`src/sv/srsw_pkg.sv`:
```
// Shared types and constants for the selective-repeat sender window.
// Used by selective_repeat_sender_window; no dependencies.
`timescale 1ns / 1ps

package srsw_pkg;

  localparam int CMD_W    = 2;
  localparam int ACTION_W = 2;
  localparam int WSEQ_W   = 5;
  localparam int PIDX_W   = 16;
  localparam int WIN_W    = 4;
  localparam int TIMER_W  = 8;
  localparam int CFG_IDX_W = 2;
  localparam int CFG_DATA_W = 16;

  // Item kinds on the input tuser.
  localparam logic [CMD_W-1:0] CMD_START = 2'd0;
  localparam logic [CMD_W-1:0] CMD_SEND  = 2'd1;
  localparam logic [CMD_W-1:0] CMD_ACK   = 2'd2;
  localparam logic [CMD_W-1:0] CMD_TICK  = 2'd3;

  // Result kinds on the output tuser.
  localparam logic [ACTION_W-1:0] ACT_NONE   = 2'd0;
  localparam logic [ACTION_W-1:0] ACT_SEND   = 2'd1;
  localparam logic [ACTION_W-1:0] ACT_RESEND = 2'd2;
  localparam logic [ACTION_W-1:0] ACT_DONE   = 2'd3;

  // Configuration register indexes.
  localparam logic [CFG_IDX_W-1:0] REG_WINDOW_SIZE   = 2'd0;
  localparam logic [CFG_IDX_W-1:0] REG_TIMEOUT_LIMIT = 2'd1;
  localparam logic [CFG_IDX_W-1:0] REG_TOTAL_PACKETS = 2'd2;

  localparam logic [WIN_W-1:0]   WINDOW_SIZE_RST   = 4'd10;
  localparam logic [TIMER_W-1:0] TIMEOUT_LIMIT_RST = 8'd20;
  localparam logic [PIDX_W-1:0]  TOTAL_PACKETS_RST = 16'd23;

  localparam logic [TIMER_W-1:0] TIMER_MAX = 8'hFF;

  typedef struct packed {
    logic [PIDX_W-1:0]   pidx;
    logic [WSEQ_W-1:0]   wseq;
    logic [ACTION_W-1:0] action;
  } result_t;

endpackage

```
`src/sv/srsw_ram.sv`:
```
// Generic single-write, single-read RAM with a registered read port.
// No dependencies.
`timescale 1ns / 1ps

module srsw_ram #(
  parameter int WIDTH = 8,
  parameter int DEPTH = 20
) (
  input  logic                     clk,
  input  logic                     we,
  input  logic [$clog2(DEPTH)-1:0] waddr,
  input  logic [WIDTH-1:0]         wdata,
  input  logic                     re,
  input  logic [$clog2(DEPTH)-1:0] raddr,
  output logic [WIDTH-1:0]         rdata
);

  logic [WIDTH-1:0] mem [DEPTH];
  logic [WIDTH-1:0] rdata_r;

  always_ff @(posedge clk) begin
    if (we) begin
      mem[waddr] <= wdata;
    end
    if (re) begin
      rdata_r <= mem[raddr];
    end
  end

  assign rdata = rdata_r;

endmodule

```
`src/sv/selective_repeat_sender_window.sv`:
```
// Selective-repeat sender window: top level with sequencer and slot state.
// Depends on srsw_pkg and srsw_ram (per-slot timer storage).
`timescale 1ns / 1ps

// One input beat gives one result beat. The block takes one item at a time.
// A start, a send or an ignored ack goes straight to the finish state. An
// accepted ack then slides the base one slot per cycle, by at most
// min(window_size, SEQ_COUNT) slots. A tick reads the timer RAM and writes it
// back one slot per cycle from the base over min(window_size, SEQ_COUNT)
// slots, filling the read pipeline first and draining it at the end; with a
// zero window it reads nothing. A result waits in the output register while
// the next item is taken; if that register still holds a result that has not
// been taken, the sequencer waits in its finish state and the input stays
// closed. Timer entries carry a valid bit each, so there is no clearing pass
// after reset. Configuration writes are taken at any time and must only be
// made while the block is idle.
module selective_repeat_sender_window #(
  parameter int SEQ_COUNT = 20
) (
  input  logic        clk,
  input  logic        rst_n,
  // in_tdata: ack_seq[4:0], zero padding [7:5]
  input  logic [7:0]  in_tdata,
  // in_tuser: cmd[1:0]
  input  logic [1:0]  in_tuser,
  input  logic        in_tvalid,
  output logic        in_tready,
  // out_tdata: wire_seq[4:0], packet_index[20:5], window_base[25:21], zero [31:26]
  output logic [31:0] out_tdata,
  // out_tuser: action[1:0]
  output logic [1:0]  out_tuser,
  output logic        out_tvalid,
  input  logic        out_tready,
  input  logic        cfg_valid,
  output logic        cfg_ready,
  input  logic [srsw_pkg::CFG_IDX_W-1:0]  cfg_index,
  input  logic [srsw_pkg::CFG_DATA_W-1:0] cfg_data
);

  localparam int SW = $clog2(SEQ_COUNT);
  localparam logic [SW-1:0] SLOT_LAST = SW'(SEQ_COUNT - 1);

  localparam logic [1:0] ST_IDLE  = 2'd0;
  localparam logic [1:0] ST_SLIDE = 2'd1;
  localparam logic [1:0] ST_TICK  = 2'd2;
  localparam logic [1:0] ST_FIN   = 2'd3;

  function automatic logic [SW-1:0] slot_inc(input logic [SW-1:0] s);
    return (s == SLOT_LAST) ? '0 : s + SW'(1);
  endfunction

  // Distance from one slot forward to another, modulo SEQ_COUNT.
  function automatic logic [SW-1:0] slot_dist(input logic [SW-1:0] from,
                                             input logic [SW-1:0] to);
    logic [SW:0] wrapped;
    wrapped = {1'b0, to} + (SW+1)'(SEQ_COUNT) - {1'b0, from};
    return (to >= from) ? to - from : wrapped[SW-1:0];
  endfunction

  logic [1:0] state_r, state_nxt;
  logic [SW-1:0] base_r, base_nxt;
  logic [SW-1:0] next_r, next_nxt;
  logic [srsw_pkg::PIDX_W-1:0] issued_r, issued_nxt;
  logic [SEQ_COUNT-1:0] free_r, free_nxt;
  logic [SEQ_COUNT-1:0] tv_r, tv_nxt;
  logic [srsw_pkg::WIN_W-1:0] cnt_r, cnt_nxt;
  logic [SW-1:0] ptr_r, ptr_nxt;
  logic [SW-1:0] pj_r, pj_nxt;
  logic pv_r, pv_nxt;
  logic [SW-1:0] fj_r, fj_nxt;
  srsw_pkg::result_t res_r, res_nxt;

  logic [srsw_pkg::WIN_W-1:0]   ws_r;
  logic [srsw_pkg::TIMER_W-1:0] tl_r;
  logic [srsw_pkg::PIDX_W-1:0]  tp_r;

  logic out_valid_r;
  srsw_pkg::result_t out_res_r, out_res_nxt;
  logic [srsw_pkg::WSEQ_W-1:0] out_base_r;
  logic out_load;

  logic ram_we, ram_re;
  logic [srsw_pkg::TIMER_W-1:0] ram_wdata, ram_rdata;

  logic [srsw_pkg::CMD_W-1:0] cmd;
  logic [srsw_pkg::WSEQ_W-1:0] ack_seq, ack_m1;
  logic [SW-1:0] ack_slot;
  logic ack_ok, send_ok;
  logic [srsw_pkg::WIN_W-1:0] span;
  logic [srsw_pkg::TIMER_W-1:0] t_cur, aged;
  logic expired;
  logic in_acc;

  assign cmd      = in_tuser;
  assign ack_seq  = in_tdata[srsw_pkg::WSEQ_W-1:0];
  assign ack_m1   = ack_seq - srsw_pkg::WSEQ_W'(1);
  assign ack_slot = SW'(ack_m1);
  assign in_tready = (state_r == ST_IDLE);
  assign in_acc    = in_tvalid && in_tready;
  assign cfg_ready = 1'b1;

  assign span = (32'(ws_r) < 32'(SEQ_COUNT)) ? ws_r : srsw_pkg::WIN_W'(SEQ_COUNT);

  assign ack_ok = (ack_seq != '0) && (32'(ack_seq) <= 32'(SEQ_COUNT)) &&
                  (32'(slot_dist(base_r, ack_slot)) < 32'(ws_r));
  assign send_ok = (32'(slot_dist(base_r, next_r)) < 32'(ws_r)) && free_r[next_r];

  // The pending slot's timer, aged once if the slot is still unacked and the timer is not saturated.
  assign t_cur   = tv_r[pj_r] ? ram_rdata : '0;
  assign aged    = (!free_r[pj_r] && t_cur != srsw_pkg::TIMER_MAX) ?
                   t_cur + srsw_pkg::TIMER_W'(1) : t_cur;
  assign expired = aged > tl_r;

  assign out_load = (state_r == ST_FIN) && (!out_valid_r || out_tready);

  always_comb begin
    state_nxt  = state_r;
    base_nxt   = base_r;
    next_nxt   = next_r;
    issued_nxt = issued_r;
    free_nxt   = free_r;
    tv_nxt     = tv_r;
    cnt_nxt    = cnt_r;
    ptr_nxt    = ptr_r;
    pj_nxt     = pj_r;
    pv_nxt     = pv_r;
    fj_nxt     = fj_r;
    res_nxt    = res_r;
    ram_we     = 1'b0;
    ram_wdata  = aged;
    ram_re     = 1'b0;
    out_res_nxt = res_r;
    unique case (state_r)
      ST_IDLE: begin
        if (in_acc) begin
          res_nxt   = '0;
          state_nxt = ST_FIN;
          unique case (cmd)
            srsw_pkg::CMD_START: begin
              base_nxt   = '0;
              next_nxt   = '0;
              issued_nxt = '0;
            end
            srsw_pkg::CMD_SEND: begin
              if (issued_r >= tp_r) begin
                res_nxt.action = srsw_pkg::ACT_DONE;
              end else if (send_ok) begin
                free_nxt[next_r] = 1'b0;
                res_nxt.action   = srsw_pkg::ACT_SEND;
                res_nxt.wseq     = srsw_pkg::WSEQ_W'({1'b0, next_r} + (SW+1)'(1));
                res_nxt.pidx     = issued_r;
                next_nxt         = slot_inc(next_r);
                issued_nxt       = issued_r + srsw_pkg::PIDX_W'(1);
              end
            end
            srsw_pkg::CMD_ACK: begin
              if (ack_ok) begin
                // Dropping the valid bit makes the timer read back as zero.
                free_nxt[ack_slot] = 1'b1;
                tv_nxt[ack_slot]   = 1'b0;
                cnt_nxt            = '0;
                state_nxt          = ST_SLIDE;
              end
            end
            srsw_pkg::CMD_TICK: begin
              cnt_nxt   = '0;
              ptr_nxt   = base_r;
              pv_nxt    = 1'b0;
              state_nxt = ST_TICK;
            end
            default: begin
            end
          endcase
        end
      end
      ST_SLIDE: begin
        if (cnt_r == span || base_r == next_r || !free_r[base_r]) begin
          state_nxt = ST_FIN;
        end else begin
          base_nxt = slot_inc(base_r);
          cnt_nxt  = cnt_r + srsw_pkg::WIN_W'(1);
        end
      end
      ST_TICK: begin
        // Read one slot ahead while the previous slot is aged and written back.
        if (pv_r) begin
          ram_we       = 1'b1;
          tv_nxt[pj_r] = 1'b1;
          if (res_r.action != srsw_pkg::ACT_RESEND && expired) begin
            free_nxt[pj_r] = 1'b0;
            ram_wdata      = '0;
            res_nxt.action = srsw_pkg::ACT_RESEND;
            res_nxt.wseq   = srsw_pkg::WSEQ_W'({1'b0, pj_r} + (SW+1)'(1));
            fj_nxt         = pj_r;
          end
        end
        if (cnt_r < span) begin
          ram_re  = 1'b1;
          pj_nxt  = ptr_r;
          pv_nxt  = 1'b1;
          ptr_nxt = slot_inc(ptr_r);
          cnt_nxt = cnt_r + srsw_pkg::WIN_W'(1);
        end else begin
          pv_nxt = 1'b0;
          if (!pv_r) begin
            state_nxt = ST_FIN;
          end
        end
      end
      ST_FIN: begin
        if (res_r.action == srsw_pkg::ACT_RESEND) begin
          out_res_nxt.pidx = issued_r - srsw_pkg::PIDX_W'(slot_dist(fj_r, next_r));
        end
        if (out_load) begin
          state_nxt = ST_IDLE;
        end
      end
      default: begin
        state_nxt = ST_IDLE;
      end
    endcase
  end

  always_ff @(posedge clk) begin
    if (!rst_n) begin
      state_r     <= ST_IDLE;
      base_r      <= '0;
      next_r      <= '0;
      issued_r    <= '0;
      free_r      <= '1;
      tv_r        <= '0;
      pv_r        <= 1'b0;
      out_valid_r <= 1'b0;
    end else begin
      state_r  <= state_nxt;
      base_r   <= base_nxt;
      next_r   <= next_nxt;
      issued_r <= issued_nxt;
      free_r   <= free_nxt;
      tv_r     <= tv_nxt;
      pv_r     <= pv_nxt;
      if (out_load) begin
        out_valid_r <= 1'b1;
      end else if (out_tready) begin
        out_valid_r <= 1'b0;
      end
    end
  end

  always_ff @(posedge clk) begin
    cnt_r <= cnt_nxt;
    ptr_r <= ptr_nxt;
    pj_r  <= pj_nxt;
    fj_r  <= fj_nxt;
    res_r <= res_nxt;
    if (out_load) begin
      out_res_r  <= out_res_nxt;
      out_base_r <= srsw_pkg::WSEQ_W'(base_r);
    end
  end

  always_ff @(posedge clk) begin
    if (!rst_n) begin
      ws_r <= srsw_pkg::WINDOW_SIZE_RST;
      tl_r <= srsw_pkg::TIMEOUT_LIMIT_RST;
      tp_r <= srsw_pkg::TOTAL_PACKETS_RST;
    end else if (cfg_valid && cfg_ready) begin
      unique case (cfg_index)
        srsw_pkg::REG_WINDOW_SIZE:   ws_r <= cfg_data[srsw_pkg::WIN_W-1:0];
        srsw_pkg::REG_TIMEOUT_LIMIT: tl_r <= cfg_data[srsw_pkg::TIMER_W-1:0];
        srsw_pkg::REG_TOTAL_PACKETS: tp_r <= cfg_data[srsw_pkg::PIDX_W-1:0];
        default: begin
        end
      endcase
    end
  end

  srsw_ram #(
    .WIDTH (srsw_pkg::TIMER_W),
    .DEPTH (SEQ_COUNT)
  ) u_timer_ram (
    .clk   (clk),
    .we    (ram_we),
    .waddr (pj_r),
    .wdata (ram_wdata),
    .re    (ram_re),
    .raddr (ptr_r),
    .rdata (ram_rdata)
  );

  assign out_tvalid = out_valid_r;
  assign out_tuser  = out_res_r.action;
  assign out_tdata  = {6'd0, out_base_r, out_res_r.pidx, out_res_r.wseq};

`ifndef NO_ASSERTIONS
  // The next slot never runs further ahead of the base than the widest window.
  a_window_bound: assert property (@(posedge clk) disable iff (!rst_n)
    int'(slot_dist(base_r, next_r)) <= 15)
    else $error("next slot ran beyond the window");

  // The slide stops at the next slot.
  a_slide_stops: assert property (@(posedge clk) disable iff (!rst_n)
    (state_r == ST_SLIDE && base_r == next_r) |=> base_r == $past(base_r))
    else $error("window base slid past the next slot");

  // An accepted item keeps the input side closed on the following cycle.
  a_busy_after_accept: assert property (@(posedge clk) disable iff (!rst_n)
    in_acc |=> !in_tready)
    else $error("input taken again before the item finished");

  // Finishing an item always presents its result and frees the sequencer.
  a_finish_delivers: assert property (@(posedge clk) disable iff (!rst_n)
    out_load |=> (state_r == ST_IDLE && out_valid_r))
    else $error("finished item did not reach the output register");
`endif

endmodule
```
`config.mk`:
```
export PLATFORM = sky130hd
export DESIGN_NAME = selective_repeat_sender_window
export DESIGN_NICKNAME = d
export VERILOG_FILES = /design/src/sv/srsw_pkg.sv /design/src/sv/srsw_ram.sv /design/src/sv/selective_repeat_sender_window.sv
export SDC_FILE = /design/constraint.sdc
export NUM_CORES = 1
export LEC_CHECK = 0
export ABC_CLOCK_PERIOD_IN_PS = 6220
export BUFFER_PORTS_ARGS = -buffer_cell sky130_fd_sc_hd__buf_2
export CAP_MARGIN = 20
export CORE_UTILIZATION = 41
export DETAILED_ROUTE_END_ITERATION = 10
export SETUP_SLACK_MARGIN = 0.02
export SLEW_MARGIN = 20
export SYNTH_ARGS = -nofsm -noshare
export SYNTH_HDL_FRONTEND = slang
export SYNTH_HIERARCHICAL = 1
export SYNTH_SLANG_ARGS = --single-unit
```
`constraint.sdc`:
```
create_clock -name clk -period 6.22 [get_ports clk]
set_clock_uncertainty 0.2 [all_clocks]
set_input_delay 0.622 -clock clk [delete_from_list [all_inputs] [get_ports clk]]
set_output_delay 0.622 -clock clk [all_outputs]
set_load 0.05 [all_outputs]
```
Yosys cells after proc, flatten, opt, wreduce, memory -nomap -nowiden
Memories as Yosys holds them, arrays and structs flattened. A register that Yosys moved wholly into a read port is not among the register bits.
Index checks and enable logic that the tools add are counted.
{ "word_totals": {"input_bits": 33, "memories": 1, "ram_bits": 160, "reg_bits": 168, "wordCells": 231} }
{ "mem_list": {"columns": ["memory", "words", "word_bits", "rd", "rd_ports_with_merged_regs", "write_ports", "line_no", "source"], "rows": [
  ["u_timer_ram.mem", 20, 8, 1, 1, 1, "srsw_ram.sv:18", "logic [WIDTH-1:0] mem [DEPTH];"]
]} }
{ "classes": {"n_addsub": 18, "reduce_logical": 41, "n_mux": 87, "order_cmp": 16, "eq_ne": 36, "bitwise_logic": 10} }
{ "ops": {"columns": ["operator", "n"], "rows": [
  ["$mux 20", 10],
  ["$pmux 20 s2", 3],
  ["$mux 5", 15],
  ["$mux 16", 4],
  ["$and 20x20->20", 3],
  ["$not 20->20", 3],
  ["$mux 8", 5],
  ["$or 20x20->20", 2],
  ["$mux 7", 5],
  ["$pmux 16 s2", 1],
  ["$pmux 5 s2", 3],
  ["$sub 5x5->5", 6],
  ["$add 5x1->5 const B", 5],
  ["$lt 5x6->1 const B", 4],
  ["$ne 2x2->1 const B", 11],
  ["$bmux 1 s5", 4],
  ["$mux 1", 17],
  ["$add 16x1->16 const B", 1],
  ["$ge 16x16->1", 1],
  ["$mux 4", 4],
  ["$sub 16x5->16", 1],
  ["$demux 1 s5", 3],
  ["$eq 5x5->1 const B", 3],
  ["$ge 5x1->1 const B", 3],
  ["other kinds (39)", 91]
]} }

Logic depth before layout (Yosys ltp)
{ "logic_depth": {"word_depth": 11, "mapped_depth": 22, "ltp_nobuf": 20} }

Cells and area by module
Netlist, hierarchy kept.
{ "modules_own_cells": {"columns": ["module", "instances", "area_per_inst_um2", "seq_area_each_um2", "cells_each"], "rows": [
  ["selective_repeat_sender_window", 1, 10938.0, 4063.9, 1192],
  ["srsw_ram", 1, 6562.5, 5044.8, 308]
]} }

Least setup slack after synthesis
No wires, ideal clock.
{ "synth_timing": {"path_type": "register to register", "from": "register pj_r[0]", "to": "memory u_timer_ram.mem[0][0], data pin", "t_arrival_ns": 4.724, "required_time_ns": 5.725, "path_slack_ns": 1.001, "stages_incl_launch_ff": 18, "setup_time_ns": 0.295, "synth_period_minus_slack_ns": 5.219, "path_cell_list": "edfxtp_1 -> buf_2 -> mux4_2 -> mux2i_1 -> o21ai_0 -> o21a_1 -> and2_1 -> ha_1 -> a41oi_2 -> mux2_2 -> ha_1 -> nor2b_1 -> o21a_1 -> o21ai_0 -> a21oi_1 -> o31ai_1 -> inv_1 -> nor2_1"} }
{ "synth_via": {"elab_chain_len": 11, "word_cells_on_any_way": 15, "classes_between": "1 x add/sub; 1 x order compare; 1 x eq/ne; 9 x mux; 3 x reduce/logical"} }
{ "synth_lines": {"columns": ["item", "line_no", "source"], "rows": [
  ["start, declared", "selective_repeat_sender_window.sv:68", "logic [SW-1:0] pj_r, pj_nxt;"],
  ["start signal, assigned", "selective_repeat_sender_window.sv:253", "pj_r <= pj_nxt;"],
  ["branches (longest 5 deep; another with $add 8x1->8)", null, null],
  ["$mux 8 *", "selective_repeat_sender_window.sv:110", "assign aged = (!free_r[pj_r] && t_cur != srsw_pkg::TIMER_MAX) ?"],
  ["$gt 8x8->1", "selective_repeat_sender_window.sv:112", "assign expired = aged > tl_r;"],
  ["$logic_and 1x1->1", "selective_repeat_sender_window.sv:189", "if (res_r.action != srsw_pkg::ACT_RESEND && expired) begin"],
  ["$mux 8", "selective_repeat_sender_window.sv:189", null],
  ["$mux 8", "selective_repeat_sender_window.sv:186", "if (pv_r) begin"],
  ["$mux 8 *", "selective_repeat_sender_window.sv:133", "unique case (state_r)"],
  ["via ram_wdata, one bit", "selective_repeat_sender_window.sv:83", "logic [srsw_pkg::TIMER_W-1:0] ram_wdata, ram_rdata;"],
  ["end, declared", "srsw_ram.sv:18", null]
]} }
Mark *: on every way through the listed nets, which the timed path passes. The select of a mux whose other input is x is not followed.

Worst setup path after layout
{ "layout_timing": {"from": "register pj_r[0]", "to": "register free_r[3]"} }
{ "layout_via": {"elab_chain_len": 10, "word_cells_on_any_way": 24, "classes_between": "1 x add/sub; 3 x order compare; 2 x eq/ne; 11 x mux; 2 x bitwise; 5 x reduce/logical"} }
{ "layout_lines": {"columns": ["item", "line_no", "source"], "rows": [
  ["branches (longest 10 deep; another with $add 8x1->8)", null, null],
  ["end signal, assigned", "selective_repeat_sender_window.sv:239", "free_r <= free_nxt;"],
  ["end, declared", "selective_repeat_sender_window.sv:64", "logic [SEQ_COUNT-1:0] free_r, free_nxt;"]
]} }
Several ways; the timed one is not identified. The select of a mux whose other input is x is not followed.
A chain may end at the register's enable or synchronous reset.

==> summary.txt <==
Synth
  – Seq/Total Area, Yosys: 0.520
  – Syn Area/Cell: between 10 and 15 sq um
  – Area fraction in compound gates after synthesis: 0.103
  – Post-Syn Instances: 1500
  – Number of flops mapped to enable cells by yosys: 238
  – Netlist Area Pre-Place: 0.0175 sq mm
  – Synth Area in Adders: 0.0702
  – Post-synth cell types: between 70 and 80
  – Ys async rst share: 0
  – Yosys warnings: 6
  – Synth Area in Simple Gates: 0.132
  – Largest family of logic cells by synthesized area: simple AND/OR/NAND/NOR gates
  – #FFs+latches synth: 336
  – Mux contribution to synthesized area: 0.109
  – Xor/xnor share of the synthesized area: 0.0245
  – Post-synth top flop: edfxtp_1

CTS
  – Later-pin clock latency in the skew report: 0.54 ns
  – TritonCTS buffer count: 37
  – Hold bufs inserted after CTS: 0
  – Clock transition at path regs: 0.06 ns
  – Clock root cell: clkbuf_16
  – Setup repair bufs after CTS: 0
  – CTS tree: done
  – TritonCTS sink count: 336
  – Clock Path Buffers: 3
  – H-tree depth: 2

Floorplan
  – Initial Util: 0.416
  – I/O pin count: 70
  – Die footprint: 0.0435 sq mm
  – Die Span Y: 209 um
  – FP Rows: 75
  – Chip width: around 210 um
  – Core area: 0.0420 sq mm

Timing
  – Final Max Tran Viols: 0
  – Fmax: 0.175 GHz
  – # setup viols final: 0
  – TNS Setup: 0 ns
  – Min setup slack post-route: 0.496 ns
  – Final hold vios: 0
  – Worst-margin pin slew: 1.05 ns
  – Hold WS: 0.111 ns
  – Min Tclk post-route: 5.72 ns
  – Final worst-path cycle share: 0.920
  – RSZ-0062 raised after global routing: false
  – Max-slew headroom: 0.296

Hold path
  – HP Class: in2reg

Finish
  – Nets@finish: 1687
  – Commonest non-fill, non-tap cells in the layout: 238 x edfxtp_1, 182 x nand2_1, 98 x dfxtp_1, 87 x inv_1, 87 x ha_1
  – Inserted Diodes: 0
  – Filler-free cell count of the finished design: between 2000 and 2500
  – Share of layout cells above drive strength 1: 0.135
  – FILL cells: between 3000 and 4000
  – Syn-to-layout area delta: 11.6%
  – Commonest non-fill, non-tap cell in the layout: edfxtp_1

Worst setup path
  – Critical path startpoint: pj_r[0]
  – CP arrival: around 6.0 ns
  – R2R depth: 18
  – RR Startpoint: pj_r[0]
  – Flop2flop setup slack: 0.50 ns
  – WP data required: 6.45 ns
  – Crit-path max cell delay: a little under 0.9 ns
  – Crit-path max FO: 20
  – CP Launch Type: flip-flop
  – Crit. End Element: flip-flop
  – CP endpoint: free_r[3]
  – RR Endpoint: free_r[3]
  – Slowest-stage cell, CP: edfxtp_1
  – CP Cell Sequence: mux4_2 > mux2i_1 > o21ai_0 > o21a_1 > and2_1 > ha_1 > a41oi_2 > mux2_2 > ha_1 > nor2b_1 > o21a_1 > o21ai_0 > a21oi_1 > o31ai_1 > buf_4 > a21oi_1 > o21a_2 > mux2_2
  – Kind of critical path: reg2reg

Power and ir drop
  – Lkg Pwr: 7.16 nW
  – Share of power burned in registers: 0.437
  – Max IR drop VDD: 0.157 mV
  – P_int: 0.00453 W
  – Sw frac: 0.305
  – Switch Pwr: 0.00199 W
  – Power Density: ~330 mW/mm^2
  – Comb power frac: 0.230
  – Clk pwr share: 0.333

Job
  – Max Cap Viol: 0

Drt
  – Post-DRT Antenna Nets: 0
  – First DRT Iteration DRCs: between 800 and 900
  – DRC Markers: 0
  – Via Count: roughly 12000
  – Routed vias/inst: roughly 5.7
  – Wire per inst: 19.9 um
  – Drt total wl: 42200 um
  – DRT Pass-1 Iters: 7

Placed design
  – Post-Place Worst Slack: 0.249 ns
  – Post-DP HPWL: between 20000 and 30000 um
  – Routability cong.: 0.910
  – Placed cells: 2060
  – # port buffers: just under 60

Global routing
  – GRT overflow: 0
  – Largest net degree at the start of global routing: 74
  – Vias in the first global route: 11667
  – Initial antenna violation count: 0
  – First-pass GRT wire length: ~66000 um
  – Global-route usage over all layers: 0.195

Status
  – Status: finished clean
## critical path: cells and delay by family, from the launching register on
family | cells | cell delay [ns]
AO/OA/AOI/OAI | 9 | 1.88
multiplexers | 4 | 1.60
adder cells (fa/ha/maj) | 2 | 0.55
buffers and inverters | 1 | 0.16
AND/OR/NAND/NOR | 2 | 0.35
flip-flops | 1 | 0.87
## synthesized netlist by cell type (all sizes together) (3+ instances only)
library cell  count  area (sq um)
buf              25           185
o211ai           14           105
a41oi             4          42.6
a221oi            9          85.1
a31oi             6          37.5
a22o             17           149
o31ai            12          90.1
fa                7           140
nor2             85           319
and2             35           220
mux2             23           259
clkbuf           47           198
mux4             54          1270
a21o             13          97.6
edfxtp          238          7150
o22ai             4          25.0
nor2b            22           138
or3               5          31.3
a21boi            3          22.5
or4              13          97.6
xor2             20           175
nand3            31           155
and3             16           105
nand2           182           683
ha               87          1090
mux2i            38           380
o21a              9          67.6
dfxtp            98          1960
or2               4          25.0
xnor2            29           254
a21oi            59           299
nor3b             4          30.0
nand4            16           100
a32o             24           240
nand2b           28           175
o21ai            80           400
nand3b           11          82.6
nor3             16          80.1
inv              87           327
## worst min path at each step
stage,startpoint,end,slack (ns),cells after the start
floorplan,out_res_nxt[2],out_tdata[0],0.20,0
global placement,out_res_nxt[6],out_tdata[4],0.21,0
detailed placement,out_res_nxt[6],out_tdata[4],0.21,0
CTS,cfg_data[12],tp_r[12],0.08,3
global route,cfg_data[12],tp_r[12],0.09,3
finish,cfg_data[12],tp_r[12],0.11,3
## registers in the layout, summed over array words and instances (netlist names), 7 cells and up
name               flops
u_timer_ram/mem      160
out_tdata             21
free_r                20
tv_r                  20
issued_r              16
res_r                 16
tp_r                  16
tl_r                   8
u_timer_ram/rdata      8
out_res_nxt            7
## power groups by stage
| stage | clock network (W) | registers (W) | logic [W] |
|---|---|---|---|
| floorplan | 0 | 0.00291 | 0.00102 |
| global placement | 0 | 0.00290 | 0.00147 |
| detailed placement | 0 | 0.00290 | 0.00150 |
| CTS | 0.00222 | 0.00285 | 0.00150 |
| global route | 0.00230 | 0.00287 | 0.00164 |
| finish | 0.00217 | 0.00285 | 0.00150 |
## what timing repair did
item	CTS	global route
resized for setup	0	1
endpoints found under the setup margin	0	20
endpoints found under the hold margin	0	0
## stage by stage
step	total power, W	util	cell area [sq um]
final	0.00652	0.465	19500
after global routing	0.00681	0.465	19500
after CTS	0.00658	0.464	19500
after detailed placement	0.00440	0.436	18300
after global placement	0.00436	0.436	18300
after floorplan	0.00393	-	17500
## logic make-up after synthesis
| family | after synthesis |
|---|---|
| and+or+nand+nor | 476 |
| xor gates and xnor gates | 49 |
| AOI/OAI and AO/OA | 269 |
| adders and majority gates | 94 |
| other | 2 |
| buffers and inverters | 159 |
| DFF | 336 |
| muxes | 115 |
## final cells by class
cell class	instances	area (sq um)	share of cell area
inverter	87	327	0.0167
clock inverter	20	209	0.0107
tap	539	674	0.0345
clock buffer	46	991	0.0507
timing repair buffer	88	513	0.0263
multi-input combinational	1010	7710	0.395
sequential	336	9110	0.466
## routing by layer
| metal | wire (um) | part of all wire | GRT usage | vias up |
|---|---|---|---|---|
| met5 | 0 | 0 | 0 | - |
| met4 | 1190 | 0.028 | 0.0626 | 0 |
| met2 | 20000 | 0.47 | 0.321 | 334 |
| met3 | 2240 | 0.053 | 0.0338 | 91 |
| met1 | 18800 | 0.45 | 0.261 | 6001 |
| li1 | - | - | - | 5645 |
Note: power is estimated with default switching activity, not from simulation.
